<file path="src/rtl/ucrr_pkg.sv">
// Shared types, codes and sizes for the USB control request responder.
// Used by the front decoder, the command queue, the back executor and the checker.
`default_nettype none

package ucrr_pkg;

    // Descriptor key table.
    localparam int TABLE_DEPTH = 8;
    localparam int SLOT_W = (TABLE_DEPTH > 1) ? $clog2(TABLE_DEPTH) : 1;

    // Bytes sent in reply to a HID get report request.
    localparam int REPORT_BYTES = 64;

    // Command queue between the front and back parts.
    localparam int CMD_FIFO_DEPTH = 2;
    localparam int CMD_PTR_W = (CMD_FIFO_DEPTH > 1) ? $clog2(CMD_FIFO_DEPTH) : 1;
    localparam int CMD_CNT_W = $clog2(CMD_FIFO_DEPTH + 1);

    // Stream widths.
    localparam int IN_DATA_W = 80;
    localparam int IN_USER_W = 2;
    localparam int OUT_DATA_W = 32;
    localparam int OUT_USER_W = 2;

    localparam logic [6:0] ADDR_MASK = 7'h7F;

    // Input item kinds (carried in tuser).
    localparam logic [1:0] FUNC_LOAD = 2'd0;
    localparam logic [1:0] FUNC_SETUP = 2'd1;
    localparam logic [1:0] FUNC_BUS_RESET = 2'd2;

    // bmRequestType bits 6:5.
    localparam logic [1:0] KIND_STANDARD = 2'd0;
    localparam logic [1:0] KIND_CLASS = 2'd1;

    // Standard bRequest codes.
    localparam logic [7:0] REQ_GET_STATUS = 8'd0;
    localparam logic [7:0] REQ_CLEAR_FEATURE = 8'd1;
    localparam logic [7:0] REQ_SET_FEATURE = 8'd3;
    localparam logic [7:0] REQ_SET_ADDRESS = 8'd5;
    localparam logic [7:0] REQ_GET_DESCRIPTOR = 8'd6;
    localparam logic [7:0] REQ_SET_DESCRIPTOR = 8'd7;
    localparam logic [7:0] REQ_GET_CONFIGURATION = 8'd8;
    localparam logic [7:0] REQ_SET_CONFIGURATION = 8'd9;

    // HID class bRequest codes.
    localparam logic [7:0] CLS_GET_REPORT = 8'h01;
    localparam logic [7:0] CLS_SET_REPORT = 8'h09;
    localparam logic [7:0] CLS_SET_IDLE = 8'h0A;

    // Result action codes (carried in tuser).
    localparam logic [1:0] ACT_NONE = 2'd0;
    localparam logic [1:0] ACT_REPLY = 2'd1;
    localparam logic [1:0] ACT_STALL = 2'd2;

    // Reply data sources.
    localparam logic [1:0] SRC_ZERO = 2'd0;
    localparam logic [1:0] SRC_DESC = 2'd1;
    localparam logic [1:0] SRC_CONFIG = 2'd2;

    // Classified operation handed from the front to the back.
    typedef enum logic [3:0] {
        OP_NONE,
        OP_LOAD,
        OP_BUS_RESET,
        OP_STATUS,
        OP_GET_STATUS,
        OP_SET_ADDR,
        OP_SET_CONFIG,
        OP_GET_DESC,
        OP_GET_CONFIG,
        OP_GET_REPORT,
        OP_STALL
    } cmd_op_t;

    typedef struct packed {
        cmd_op_t     op;
        logic [2:0]  slot;
        logic [7:0]  entry_length;
        logic [15:0] value;
        logic [15:0] index;
        logic [15:0] length;
    } cmd_t;

    typedef struct packed {
        logic [15:0] value;
        logic [15:0] index;
        logic [7:0]  length;
    } desc_key_t;

    typedef struct packed {
        logic [1:0] action;
        logic [7:0] len;
        logic [1:0] src;
        logic [2:0] slot;
    } result_t;

    typedef enum logic [1:0] {
        B_IDLE,
        B_SCAN,
        B_DONE
    } back_state_t;

endpackage

`default_nettype wire

</file>
<file path="src/rtl/ucrr_front.sv">
// Front part: unpacks an input word and classifies it into a command.
// Depends on ucrr_pkg.
`default_nettype none

module ucrr_front (
    input  wire logic [ucrr_pkg::IN_DATA_W-1:0] in_data,
    input  wire logic [ucrr_pkg::IN_USER_W-1:0] in_user,
    output ucrr_pkg::cmd_t                      cmd
);

    logic [7:0] request_type;
    logic [7:0] request_code;
    ucrr_pkg::cmd_op_t op;

    assign request_type = in_data[18:11];
    assign request_code = in_data[26:19];

    always_comb
    begin
        op = ucrr_pkg::OP_NONE;
        case (in_user)
            ucrr_pkg::FUNC_LOAD: op = ucrr_pkg::OP_LOAD;
            ucrr_pkg::FUNC_BUS_RESET: op = ucrr_pkg::OP_BUS_RESET;
            ucrr_pkg::FUNC_SETUP:
            begin
                if (request_type[6:5] == ucrr_pkg::KIND_STANDARD)
                begin
                    case (request_code)
                        ucrr_pkg::REQ_GET_STATUS: op = ucrr_pkg::OP_GET_STATUS;
                        ucrr_pkg::REQ_CLEAR_FEATURE: op = ucrr_pkg::OP_STATUS;
                        ucrr_pkg::REQ_SET_FEATURE: op = ucrr_pkg::OP_STATUS;
                        ucrr_pkg::REQ_SET_DESCRIPTOR: op = ucrr_pkg::OP_STATUS;
                        ucrr_pkg::REQ_SET_ADDRESS: op = ucrr_pkg::OP_SET_ADDR;
                        ucrr_pkg::REQ_GET_DESCRIPTOR: op = ucrr_pkg::OP_GET_DESC;
                        ucrr_pkg::REQ_GET_CONFIGURATION: op = ucrr_pkg::OP_GET_CONFIG;
                        ucrr_pkg::REQ_SET_CONFIGURATION: op = ucrr_pkg::OP_SET_CONFIG;
                        default: op = ucrr_pkg::OP_STALL;
                    endcase
                end
                else if (request_type[6:5] == ucrr_pkg::KIND_CLASS)
                begin
                    case (request_code)
                        ucrr_pkg::CLS_GET_REPORT: op = ucrr_pkg::OP_GET_REPORT;
                        ucrr_pkg::CLS_SET_REPORT: op = ucrr_pkg::OP_STATUS;
                        ucrr_pkg::CLS_SET_IDLE: op = ucrr_pkg::OP_STATUS;
                        default: op = ucrr_pkg::OP_STALL;
                    endcase
                end
                else
                begin
                    // Vendor and reserved request types get no answer.
                    op = ucrr_pkg::OP_NONE;
                end
            end
            default: op = ucrr_pkg::OP_NONE;
        endcase
    end

    always_comb
    begin
        cmd.op = op;
        cmd.slot = in_data[2:0];
        cmd.entry_length = in_data[10:3];
        cmd.value = in_data[42:27];
        cmd.index = in_data[58:43];
        cmd.length = in_data[74:59];
    end

endmodule

`default_nettype wire

</file>
<file path="src/rtl/ucrr_cmd_fifo.sv">
// Short command queue between the front decoder and the back executor.
// Depends on ucrr_pkg.
`default_nettype none

module ucrr_cmd_fifo (
    input  wire logic     clk,
    input  wire logic     rst_n,
    input  wire logic     push,
    input  ucrr_pkg::cmd_t push_cmd,
    output logic          full,
    input  wire logic     pop,
    output ucrr_pkg::cmd_t head_cmd,
    output logic          empty
);

    ucrr_pkg::cmd_t mem [ucrr_pkg::CMD_FIFO_DEPTH];
    logic [ucrr_pkg::CMD_PTR_W-1:0] wr_ptr_reg, wr_ptr_next;
    logic [ucrr_pkg::CMD_PTR_W-1:0] rd_ptr_reg, rd_ptr_next;
    logic [ucrr_pkg::CMD_CNT_W-1:0] count_reg, count_next;
    logic do_push, do_pop;

    assign full = (count_reg == ucrr_pkg::CMD_CNT_W'(ucrr_pkg::CMD_FIFO_DEPTH));
    assign empty = (count_reg == '0);
    assign do_push = push && !full;
    assign do_pop = pop && !empty;
    assign head_cmd = mem[rd_ptr_reg];

    always_comb
    begin
        wr_ptr_next = wr_ptr_reg;
        rd_ptr_next = rd_ptr_reg;
        count_next = count_reg;
        if (do_push)
        begin
            wr_ptr_next = (int'(wr_ptr_reg) == ucrr_pkg::CMD_FIFO_DEPTH - 1) ? '0
                        : wr_ptr_reg + 1'b1;
        end
        if (do_pop)
        begin
            rd_ptr_next = (int'(rd_ptr_reg) == ucrr_pkg::CMD_FIFO_DEPTH - 1) ? '0
                        : rd_ptr_reg + 1'b1;
        end
        if (do_push && !do_pop)
        begin
            count_next = count_reg + 1'b1;
        end
        else if (do_pop && !do_push)
        begin
            count_next = count_reg - 1'b1;
        end
    end

    always_ff @(posedge clk or negedge rst_n)
    begin
        if (!rst_n)
        begin
            wr_ptr_reg <= '0;
            rd_ptr_reg <= '0;
            count_reg <= '0;
        end
        else
        begin
            wr_ptr_reg <= wr_ptr_next;
            rd_ptr_reg <= rd_ptr_next;
            count_reg <= count_next;
        end
    end

    always_ff @(posedge clk)
    begin
        if (do_push)
        begin
            mem[wr_ptr_reg] <= push_cmd;
        end
    end

endmodule

`default_nettype wire

</file>
<file path="src/rtl/ucrr_back.sv">
// Back part: executes commands, holds the descriptor table, address and
// configuration, scans the table one slot per cycle and drives the result word.
// Depends on ucrr_pkg.
`default_nettype none

module ucrr_back (
    input  wire logic                         clk,
    input  wire logic                         rst_n,
    input  ucrr_pkg::cmd_t                    cmd,
    input  wire logic                         cmd_empty,
    output logic                              cmd_pop,
    output logic                              out_valid,
    input  wire logic                         out_ready,
    output logic [ucrr_pkg::OUT_DATA_W-1:0]   out_data,
    output logic [ucrr_pkg::OUT_USER_W-1:0]   out_user
);

    ucrr_pkg::back_state_t state_reg, state_next;

    ucrr_pkg::desc_key_t keys_reg [ucrr_pkg::TABLE_DEPTH];
    logic [ucrr_pkg::TABLE_DEPTH-1:0] valid_reg, valid_next;
    logic tbl_we;
    logic [ucrr_pkg::SLOT_W-1:0] tbl_slot;

    logic [6:0] addr_reg, addr_next;
    logic [7:0] cfg_reg, cfg_next;

    logic [ucrr_pkg::SLOT_W-1:0] scan_reg, scan_next;
    logic [15:0] key_value_reg, key_index_reg, key_length_reg;
    ucrr_pkg::desc_key_t scan_entry;
    logic scan_hit;
    logic scan_last;

    ucrr_pkg::result_t res_reg, res_next;

    logic out_load;
    logic out_valid_reg, out_valid_next;
    logic [ucrr_pkg::OUT_DATA_W-1:0] out_data_reg;
    logic [ucrr_pkg::OUT_USER_W-1:0] out_user_reg;

    assign tbl_slot = ucrr_pkg::SLOT_W'(cmd.slot);
    assign scan_entry = keys_reg[scan_reg];
    assign scan_hit = valid_reg[scan_reg] && (scan_entry.value == key_value_reg)
                    && (scan_entry.index == key_index_reg);
    assign scan_last = (scan_reg == '0);

    // Next state.
    always_comb
    begin
        state_next = state_reg;
        case (state_reg)
            ucrr_pkg::B_IDLE:
            begin
                if (!cmd_empty)
                begin
                    state_next = (cmd.op == ucrr_pkg::OP_GET_DESC) ? ucrr_pkg::B_SCAN
                               : ucrr_pkg::B_DONE;
                end
            end
            ucrr_pkg::B_SCAN:
            begin
                if (scan_hit || scan_last)
                begin
                    state_next = ucrr_pkg::B_DONE;
                end
            end
            ucrr_pkg::B_DONE:
            begin
                if (!out_valid_reg || out_ready)
                begin
                    state_next = ucrr_pkg::B_IDLE;
                end
            end
            default: state_next = ucrr_pkg::B_IDLE;
        endcase
    end

    // Datapath controls.
    always_comb
    begin
        cmd_pop = 1'b0;
        tbl_we = 1'b0;
        addr_next = addr_reg;
        cfg_next = cfg_reg;
        scan_next = scan_reg;
        res_next = res_reg;
        out_load = 1'b0;
        case (state_reg)
            ucrr_pkg::B_IDLE:
            begin
                if (!cmd_empty)
                begin
                    cmd_pop = 1'b1;
                    res_next = '{action: ucrr_pkg::ACT_REPLY, len: 8'd0,
                                 src: ucrr_pkg::SRC_ZERO, slot: 3'd0};
                    case (cmd.op)
                        ucrr_pkg::OP_LOAD:
                        begin
                            // Loads beyond the table are dropped.
                            tbl_we = (int'(cmd.slot) < ucrr_pkg::TABLE_DEPTH);
                            res_next.action = ucrr_pkg::ACT_NONE;
                        end
                        ucrr_pkg::OP_BUS_RESET:
                        begin
                            addr_next = 7'd0;
                            res_next.action = ucrr_pkg::ACT_NONE;
                        end
                        ucrr_pkg::OP_STATUS: res_next.len = 8'd0;
                        ucrr_pkg::OP_GET_STATUS: res_next.len = 8'd2;
                        ucrr_pkg::OP_SET_ADDR: addr_next = cmd.value[6:0] & ucrr_pkg::ADDR_MASK;
                        ucrr_pkg::OP_SET_CONFIG: cfg_next = cmd.value[7:0];
                        ucrr_pkg::OP_GET_CONFIG:
                        begin
                            res_next.len = 8'd1;
                            res_next.src = ucrr_pkg::SRC_CONFIG;
                        end
                        ucrr_pkg::OP_GET_REPORT: res_next.len = 8'(ucrr_pkg::REPORT_BYTES);
                        ucrr_pkg::OP_STALL: res_next.action = ucrr_pkg::ACT_STALL;
                        ucrr_pkg::OP_GET_DESC:
                        begin
                            // Scan from the top down so the first hit is the last match.
                            scan_next = ucrr_pkg::SLOT_W'(ucrr_pkg::TABLE_DEPTH - 1);
                        end
                        default: res_next.action = ucrr_pkg::ACT_NONE;
                    endcase
                end
            end
            ucrr_pkg::B_SCAN:
            begin
                if (scan_hit)
                begin
                    res_next.action = ucrr_pkg::ACT_REPLY;
                    res_next.src = ucrr_pkg::SRC_DESC;
                    res_next.slot = 3'(scan_reg);
                    res_next.len = ({8'd0, scan_entry.length} > key_length_reg)
                                 ? key_length_reg[7:0] : scan_entry.length;
                end
                else if (scan_last)
                begin
                    res_next = '{action: ucrr_pkg::ACT_STALL, len: 8'd0,
                                 src: ucrr_pkg::SRC_ZERO, slot: 3'd0};
                end
                else
                begin
                    scan_next = scan_reg - 1'b1;
                end
            end
            ucrr_pkg::B_DONE:
            begin
                out_load = !out_valid_reg || out_ready;
            end
            default: cmd_pop = 1'b0;
        endcase
    end

    always_comb
    begin
        valid_next = valid_reg;
        if (tbl_we)
        begin
            valid_next[tbl_slot] = 1'b1;
        end
        out_valid_next = out_valid_reg;
        if (out_load)
        begin
            out_valid_next = 1'b1;
        end
        else if (out_ready)
        begin
            out_valid_next = 1'b0;
        end
    end

    always_ff @(posedge clk or negedge rst_n)
    begin
        if (!rst_n)
        begin
            state_reg <= ucrr_pkg::B_IDLE;
            valid_reg <= '0;
            addr_reg <= 7'd0;
            cfg_reg <= 8'd0;
            out_valid_reg <= 1'b0;
        end
        else
        begin
            state_reg <= state_next;
            valid_reg <= valid_next;
            addr_reg <= addr_next;
            cfg_reg <= cfg_next;
            out_valid_reg <= out_valid_next;
        end
    end

    always_ff @(posedge clk)
    begin
        if (tbl_we)
        begin
            keys_reg[tbl_slot] <= '{value: cmd.value, index: cmd.index,
                                    length: cmd.entry_length};
        end
        if (cmd_pop)
        begin
            key_value_reg <= cmd.value;
            key_index_reg <= cmd.index;
            key_length_reg <= cmd.length;
        end
        scan_reg <= scan_next;
        res_reg <= res_next;
        if (out_load)
        begin
            out_user_reg <= res_reg.action;
            out_data_reg <= {4'd0, cfg_reg, addr_reg, res_reg.slot, res_reg.src, res_reg.len};
        end
    end

    assign out_valid = out_valid_reg;
    assign out_data = out_data_reg;
    assign out_user = out_user_reg;

endmodule

`default_nettype wire

</file>
<file path="src/rtl/usb_control_request_responder.sv">
// Top level of the USB control request responder: front decoder, command
// queue and back executor. Depends on ucrr_pkg, ucrr_front, ucrr_cmd_fifo, ucrr_back.
//
// The block answers setup packets on the default control pipe. Each input word
// on the s_axis side is a descriptor table load, a setup packet or a bus reset,
// selected by tuser. Every input word yields exactly one result word on the
// m_axis side, in order; tuser carries the action (none, reply, stall) and tdata
// carries the reply length, its source, the descriptor slot, and the device
// address and configuration as they stand after that word.
// The front decodes the request and writes a command into a two-entry queue, so
// the input side keeps accepting while the back is busy or the sink stalls.
// The back takes one command at a time and pops the next only once the last result
// is loaded into the output register. A plain request passes from the queue to the
// result register and then to the output register. Get descriptor walks the eight-entry
// key table one slot per cycle from the top, stopping at the first hit or, with no hit,
// stalling after slot zero, before its result is registered.
// When the sink holds tready low the result stays in the output register, the
// back waits with the next result, and the queue fills before s_axis_tready drops.
// Reset clears the queue, the table's valid bits, the address and the
// configuration; no result is pending after reset.
`default_nettype none

module usb_control_request_responder (
    input  wire logic                                clk,
    input  wire logic                                rst_n,
    input  wire logic                                s_axis_tvalid,
    output logic                                     s_axis_tready,
    // [2:0] entry_slot, [10:3] entry_length, [18:11] request_type,
    // [26:19] request_code, [42:27] request_value, [58:43] request_index,
    // [74:59] request_length, [79:75] zero
    input  wire logic [ucrr_pkg::IN_DATA_W-1:0]      s_axis_tdata,
    // [1:0] func
    input  wire logic [ucrr_pkg::IN_USER_W-1:0]      s_axis_tuser,
    output logic                                     m_axis_tvalid,
    input  wire logic                                m_axis_tready,
    // [7:0] reply_length, [9:8] reply_source, [12:10] reply_slot,
    // [19:13] device_address, [27:20] active_configuration, [31:28] zero
    output logic [ucrr_pkg::OUT_DATA_W-1:0]          m_axis_tdata,
    // [1:0] action
    output logic [ucrr_pkg::OUT_USER_W-1:0]          m_axis_tuser
);

    ucrr_pkg::cmd_t front_cmd;
    ucrr_pkg::cmd_t head_cmd;
    logic fifo_full;
    logic fifo_empty;
    logic back_pop;

    ucrr_front u_front (
        .in_data (s_axis_tdata),
        .in_user (s_axis_tuser),
        .cmd     (front_cmd)
    );

    // An input word is accepted whenever the queue has room.
    assign s_axis_tready = !fifo_full;

    ucrr_cmd_fifo u_fifo (
        .clk      (clk),
        .rst_n    (rst_n),
        .push     (s_axis_tvalid),
        .push_cmd (front_cmd),
        .full     (fifo_full),
        .pop      (back_pop),
        .head_cmd (head_cmd),
        .empty    (fifo_empty)
    );

    ucrr_back u_back (
        .clk       (clk),
        .rst_n     (rst_n),
        .cmd       (head_cmd),
        .cmd_empty (fifo_empty),
        .cmd_pop   (back_pop),
        .out_valid (m_axis_tvalid),
        .out_ready (m_axis_tready),
        .out_data  (m_axis_tdata),
        .out_user  (m_axis_tuser)
    );

endmodule

`default_nettype wire

</file>
<file path="config.mk">
export PLATFORM = sky130hd
export DESIGN_NAME = usb_control_request_responder
export DESIGN_NICKNAME = d
export VERILOG_FILES = /design/src/rtl/ucrr_pkg.sv /design/src/rtl/ucrr_front.sv /design/src/rtl/ucrr_cmd_fifo.sv /design/src/rtl/ucrr_back.sv /design/src/rtl/usb_control_request_responder.sv
export SDC_FILE = /design/constraint.sdc
export NUM_CORES = 1
export LEC_CHECK = 0
export ABC_AREA = 1
export BUFFER_PORTS_ARGS = -buffer_cell sky130_fd_sc_hd__buf_4
export CAP_MARGIN = 30
export CELL_PAD_IN_SITES_DETAIL_PLACEMENT = 0
export CELL_PAD_IN_SITES_GLOBAL_PLACEMENT = 1
export CORE_MARGIN = 3
export CORE_UTILIZATION = 45
export CTS_CLUSTER_DIAMETER = 120
export DETAILED_ROUTE_END_ITERATION = 10
export PLACE_DENSITY = 0.85
export SLEW_MARGIN = 15
export SYNTH_ARGS = -nofsm -noshare
export SYNTH_HDL_FRONTEND = slang
export SYNTH_HIERARCHICAL = 1
export SYNTH_SLANG_ARGS = --single-unit
</file>
<file path="constraint.sdc">
create_clock -name clk -period 7.8 [get_ports clk]
set_input_delay 0 -clock clk [delete_from_list [all_inputs] [get_ports clk]]
set_output_delay 0 -clock clk [all_outputs]
set_load 0.05 [all_outputs]
</file>
After elaboration in Yosys (flattened, before gate mapping). Memory sizes are Yosys's and may differ from the RTL's. A register that Yosys moved wholly into a read port is not among the register bits. Index checks and enable logic that the tools add are counted.

Muxes and demuxes: 45. Reductions and logical operators: 31. Bitwise operators: 2. Multiply operators: 0. Div/mod/pow operators: 0. Equality and inequality tests: 28. Shift-type cells: 0. $lt $le $gt $ge: 4. $add $sub $neg: 5.

Operators by type and width (count): $mux W15 (3); $eq A16 B16 Y1 (2); $pmux W15 S2 (1); $pmux W7 S3 (1); $eq A4 B3 Y1 const B (4); $eq A8 B4 Y1 const B (2); $gt A8 B16 Y1 (1); $mux W1 (16); $mux W3 (5); $mux W2 (7); $pmux W7 S2 (1); $eq A4 B4 Y1 const B (3); $mux W4 (3); $pmux W4 S3 (1); $reduce_and A3 Y1 (4); $eq A4 B2 Y1 const B (2); $eq A8 B1 Y1 const B (1); $logic_not A2 Y1 (4); $lt A3 B4 Y1 const B (2); $mux W8 (1); $or A8 B8 Y8 (1); $pmux W4 S2 (1); $reduce_bool A2 Y1 (4); $logic_and A1 B1 Y1 (7); other kinds (24) (38).

Bits in read-only memories: 64. Memories kept: 3. Memory bits (writable): 446. Logic and storage cells: 136. Flip-flop bits (word level): 126. Bits in latches: 0. Input bits: 86.

Memory list: u_back.keys_reg (words 8, width 40, read ports 1, clocked after Yosys merged registers in 1, write ports 1, RTL line ucrr_back.sv:20) `ucrr_pkg::desc_key_t keys_reg [ucrr_pkg::TABLE_DEPTH];`; u_fifo.mem (words 2, width 63, read ports 1, clocked after Yosys merged registers in 0, write ports 1, RTL line ucrr_cmd_fifo.sv:16) `ucrr_pkg::cmd_t mem [ucrr_pkg::CMD_FIFO_DEPTH];`; (no name shown) (words 16, width 4, read ports 1, clocked after Yosys merged registers in 0, write ports 0, RTL line ucrr_front.sv:28) `case (request_code)`.

Depth between registers and ports, before layout.
Depth in word-level cells: 7. Mapped depth: 22. Gate-level depth less buffers: 18.

Modules after synthesis. Netlist, hierarchy kept.

Modules (own cells, without submodules): ucrr_back (times used 1, area each 18954.4 µm², cells an instance 1775); ucrr_cmd_fifo (times used 1, area each 4832.1 µm², cells an instance 360); ucrr_front (times used 1, area each 704.4 µm², cells an instance 113); usb_control_request_responder (times used 1, area each 3.8 µm², cells an instance 1).

Worst setup path before layout. OpenSTA, ideal clock, no wires.

Path type: register to register. Start point: register u_back.state_reg[1]. End point: memory u_back/keys_reg[0][0] in the netlist's numbering, enable pin. Path slack: 1.933 ns. Stages on the path, launching flop included: 8. Arrival time: 5.429 ns. Setup time: 0.438 ns. Path through: dfrtp_1 -> nor2_1 -> inv_1 -> nor2_1 -> inv_1 -> nor4_1 -> nand2_1 -> nor2_1.

Longest elaborated chain between the ends: 4.

RTL lines: start: declaration (RTL line ucrr_back.sv:18) `ucrr_pkg::back_state_t state_reg, state_next;`; start signal: assignment (RTL line ucrr_back.sv:178) `state_reg <= ucrr_pkg::B_IDLE;`; start signal: assignment (RTL line ucrr_back.sv:186) `state_reg <= state_next;`; $logic_not A2 Y1 (RTL line ucrr_back.sv:88) `case (state_reg)`; $mux W1 (RTL line ucrr_back.sv:88); $mux W1 (RTL line ucrr_back.sv:196) `if (tbl_we)`; $mux W1 (implied by the code) (RTL line ucrr_back.sv:198) `keys_reg[tbl_slot] <= '{value: cmd.value, index: cmd.index,`; end: declaration (RTL line ucrr_back.sv:20).

Every way passes these cells.

==> qor.yml <==
powerDensity_mw_per_mm2: 385
grt_usage_pct: 18.9
wire_per_inst_um: 17.3
ys_seq_area_share_pct: 69.8
finalSetupTns_ns: 0
synthToLayoutAreaGrowth_pct: 14.4
dp_hpwl_um: 31000
clock_sinks: 575
synth_compound_area_share_pct: 3.18
cts_tree: "built"
drive_above_1_share_pct: 10.2
syn_avg_cell_area_um2: 10.9
synth_top_flop_cell: "edfxtp_1"
start_kind: "register"
cts_buffer_depth: 3
synth_mux_area_share_pct: 0.0460
numPortBuffers: 106
place.gp.congestion: 0.843
worst_slew_pin_slew_ns: 0.940
cts_resized: 0
finalSetupViolCount: 0
synth_edf_count: 542
syn_area_mm2: 0.0245
num_antenna_cells: 0
worst_hold_path_type: "input pin to register"
start_util_pct: 46.1
clk_latency_ns: 0.60
numCtsBuffers: 54
cp_max_fo: 41
antenna_found_initial: 1
setup_ws_ns: 3.33
io_pins: 122
synth_xor_area_share_pct: 0.0358
maxCapViolCount: 0
nets: 2472
die_w_um: 239
finalCriticalPeriod_ns: 4.47
final_cell_mix: "nand2_1 (701), edfxtp_1 (542), nor2_1 (228), inv_1 (213), nand3_1 (159)"
firstDrtPassIters: 6
hold_viol_final: 0
via_per_inst: 5.08
htreeDepth: 2
wl_um: 53600
fp.dieH_um: 239
clk_pin_slew_ns: 0.06
endpoint_kind: "register"
dpl_worst_slack_ns: 3.40
clock_skew_ns: 0.0189
max_freq_mhz: 224
synth_simple_gate_area_share_pct: 19.1
synth_top_family_by_area: "simple AND/OR/NAND/NOR gates"
rows: 84
grt_pass1_vias: 15500
slew_viol_final: 0
period_share_pct: 57.3
slew_headroom_pct: 37.4
clock-root-buffer: "clkbuf_16"
final_common_cell: "nand2_1"
cp_data_arrival_time_ns: 4.86
ys_seq_elements: 575
grt_max_degree: 68
remaining_drc_errors: 0
antenna_left: 0
synth_adder_area_share_pct: 0.715
ir_drop_mv: 0.237
grt_pass1_wl_um: 83500
largest_reg_flops: 320
rsz0062_at_grt: "false"
first_iter_violations: 1385
power.static_leakage_nw: 11.5
path_class: "register to register"
design.die.area_mm2: 0.0573
core-area_mm2: 0.0532
synth_cell_types: 37
synth_cells: 2249
cp.required_ns: 8.19
yosys_warnings: 6
synthArstFlopShare_pct: 5.22
nFillCells: 4361
num_vias: 15800
grt-ovfl-total: 0
status: "completed"
cts_setup_buffers: 0
[cell usage after synthesis, types with 13 or more instances]
library cell	count	share of area (%)
a21oi_1	13	0.27
buf_2	35	0.72
buf_4	67	2.1
buf_6	15	0.69
clkbuf_1	20	0.31
dfrtp_1	30	3.1
edfxtp_1	542	66
ha_1	14	0.72
inv_1	214	3.3
nand2_1	701	11
nand3_1	159	3.2
nand3b_1	13	0.40
nand4_1	13	0.33
nor2_1	239	3.7
o21ai_0	97	2.0
o21ai_1	16	0.33
[cell families (layout without fill, tap and decap cells)]
logic type,count (synthesis),in the layout
other,1,4
AND/OR/NAND/NOR,1149,1149
buffers and inverters,360,522
multiplexers,1,1
flip-flops,575,575
XOR/XNOR,1,1
adder cells (fa/ha/maj),14,14
AO/OA/AOI/OAI,148,148
[final timing paths]
kind,start,cells past startpoint,slack [ns],to
hold reg to reg,u_back/res_reg[5],0,0.42,u_back/out_data[0]
setup reg to reg,register,17,3.33,u_back/res_reg[11]
min in group asynchronous,rst_n,4,0.42,u_back/addr_reg[0]
setup / recovery,register,17,3.33,u_back/res_reg[11]
hold / removal,s_axis_tdata[26],6,0.06,u_fifo/mem[1][61]
max in group asynchronous,rst_n,4,7.20,u_fifo/rd_ptr_reg
[power by group]
group          switching, mW  internal (mW)  leakage, nW  total [mW]
combinational           2.70          0.991         5.24        3.69
sequential             0.212           4.31         5.40        4.53
clock                   1.09           1.50        0.855        2.58
[metrics by stage]
| step | instance area, um2 | instances | util, % | power (mW) | hold slack [ns] |
|---|---|---|---|---|---|
| after detailed placement | 25500 | 2930 | 47.9 | 8.22 | -0.0386 |
| after global placement | 25500 | 2930 | 47.9 | 8.11 | -0.0470 |
| after CTS | 28000 | 3101 | 52.6 | 10.8 | 0.0339 |
| after global routing | 28000 | 3102 | 52.7 | 11.5 | 0.0943 |
| final | 28000 | 3102 | 52.7 | 10.8 | 0.0573 |
| after floorplan | 24500 | 2252 | - | 7.16 | -0.296 |
[worst max-delay path, stage by stage, from the launching register on]
cell      delay, ns
dfxtp_2        0.31
buf_4          0.23
clkinv_2       0.07
buf_4          0.49
buf_4          0.53
o21ai_0        0.17
o22ai_1        0.17
nor2_1         0.06
a31oi_1        0.36
ha_1           0.19
nand2_1        0.05
nor2_1         0.13
nand2_1        0.08
o211ai_1       0.08
nand4_1        0.47
o21ai_0        0.56
nand3_1        0.13
o31ai_1        0.12
[layer usage]
layer  global-route usage, %  vias up  wire length (um)
met5                       0        -                 0
met4                    7.09        0              1540
met3                    2.43       90              3150
met2                    32.3      485             26400
met1                    24.7     7549             22500
li1                        -     7638                 -
[final cells by class]
cell class / instances / area (um2) / area share, %
sequential: 575 / 17100 / 61.0
multi-input combinational: 1317 / 5740 / 20.5
timing repair buffer: 204 / 1740 / 6.23
clock buffer: 70 / 1470 / 5.26
tap: 688 / 861 / 3.07
inverter: 220 / 830 / 2.96
clock inverter: 28 / 283 / 1.01
[what timing repair did]
item / 4_1_cts / 5_1_grt
endpoints found under the setup margin: 0 / 0
hold buffers: 73 / 0
hold endpoints to repair: 166 / 0
Note: power is estimated with default switching activity, not from simulation.
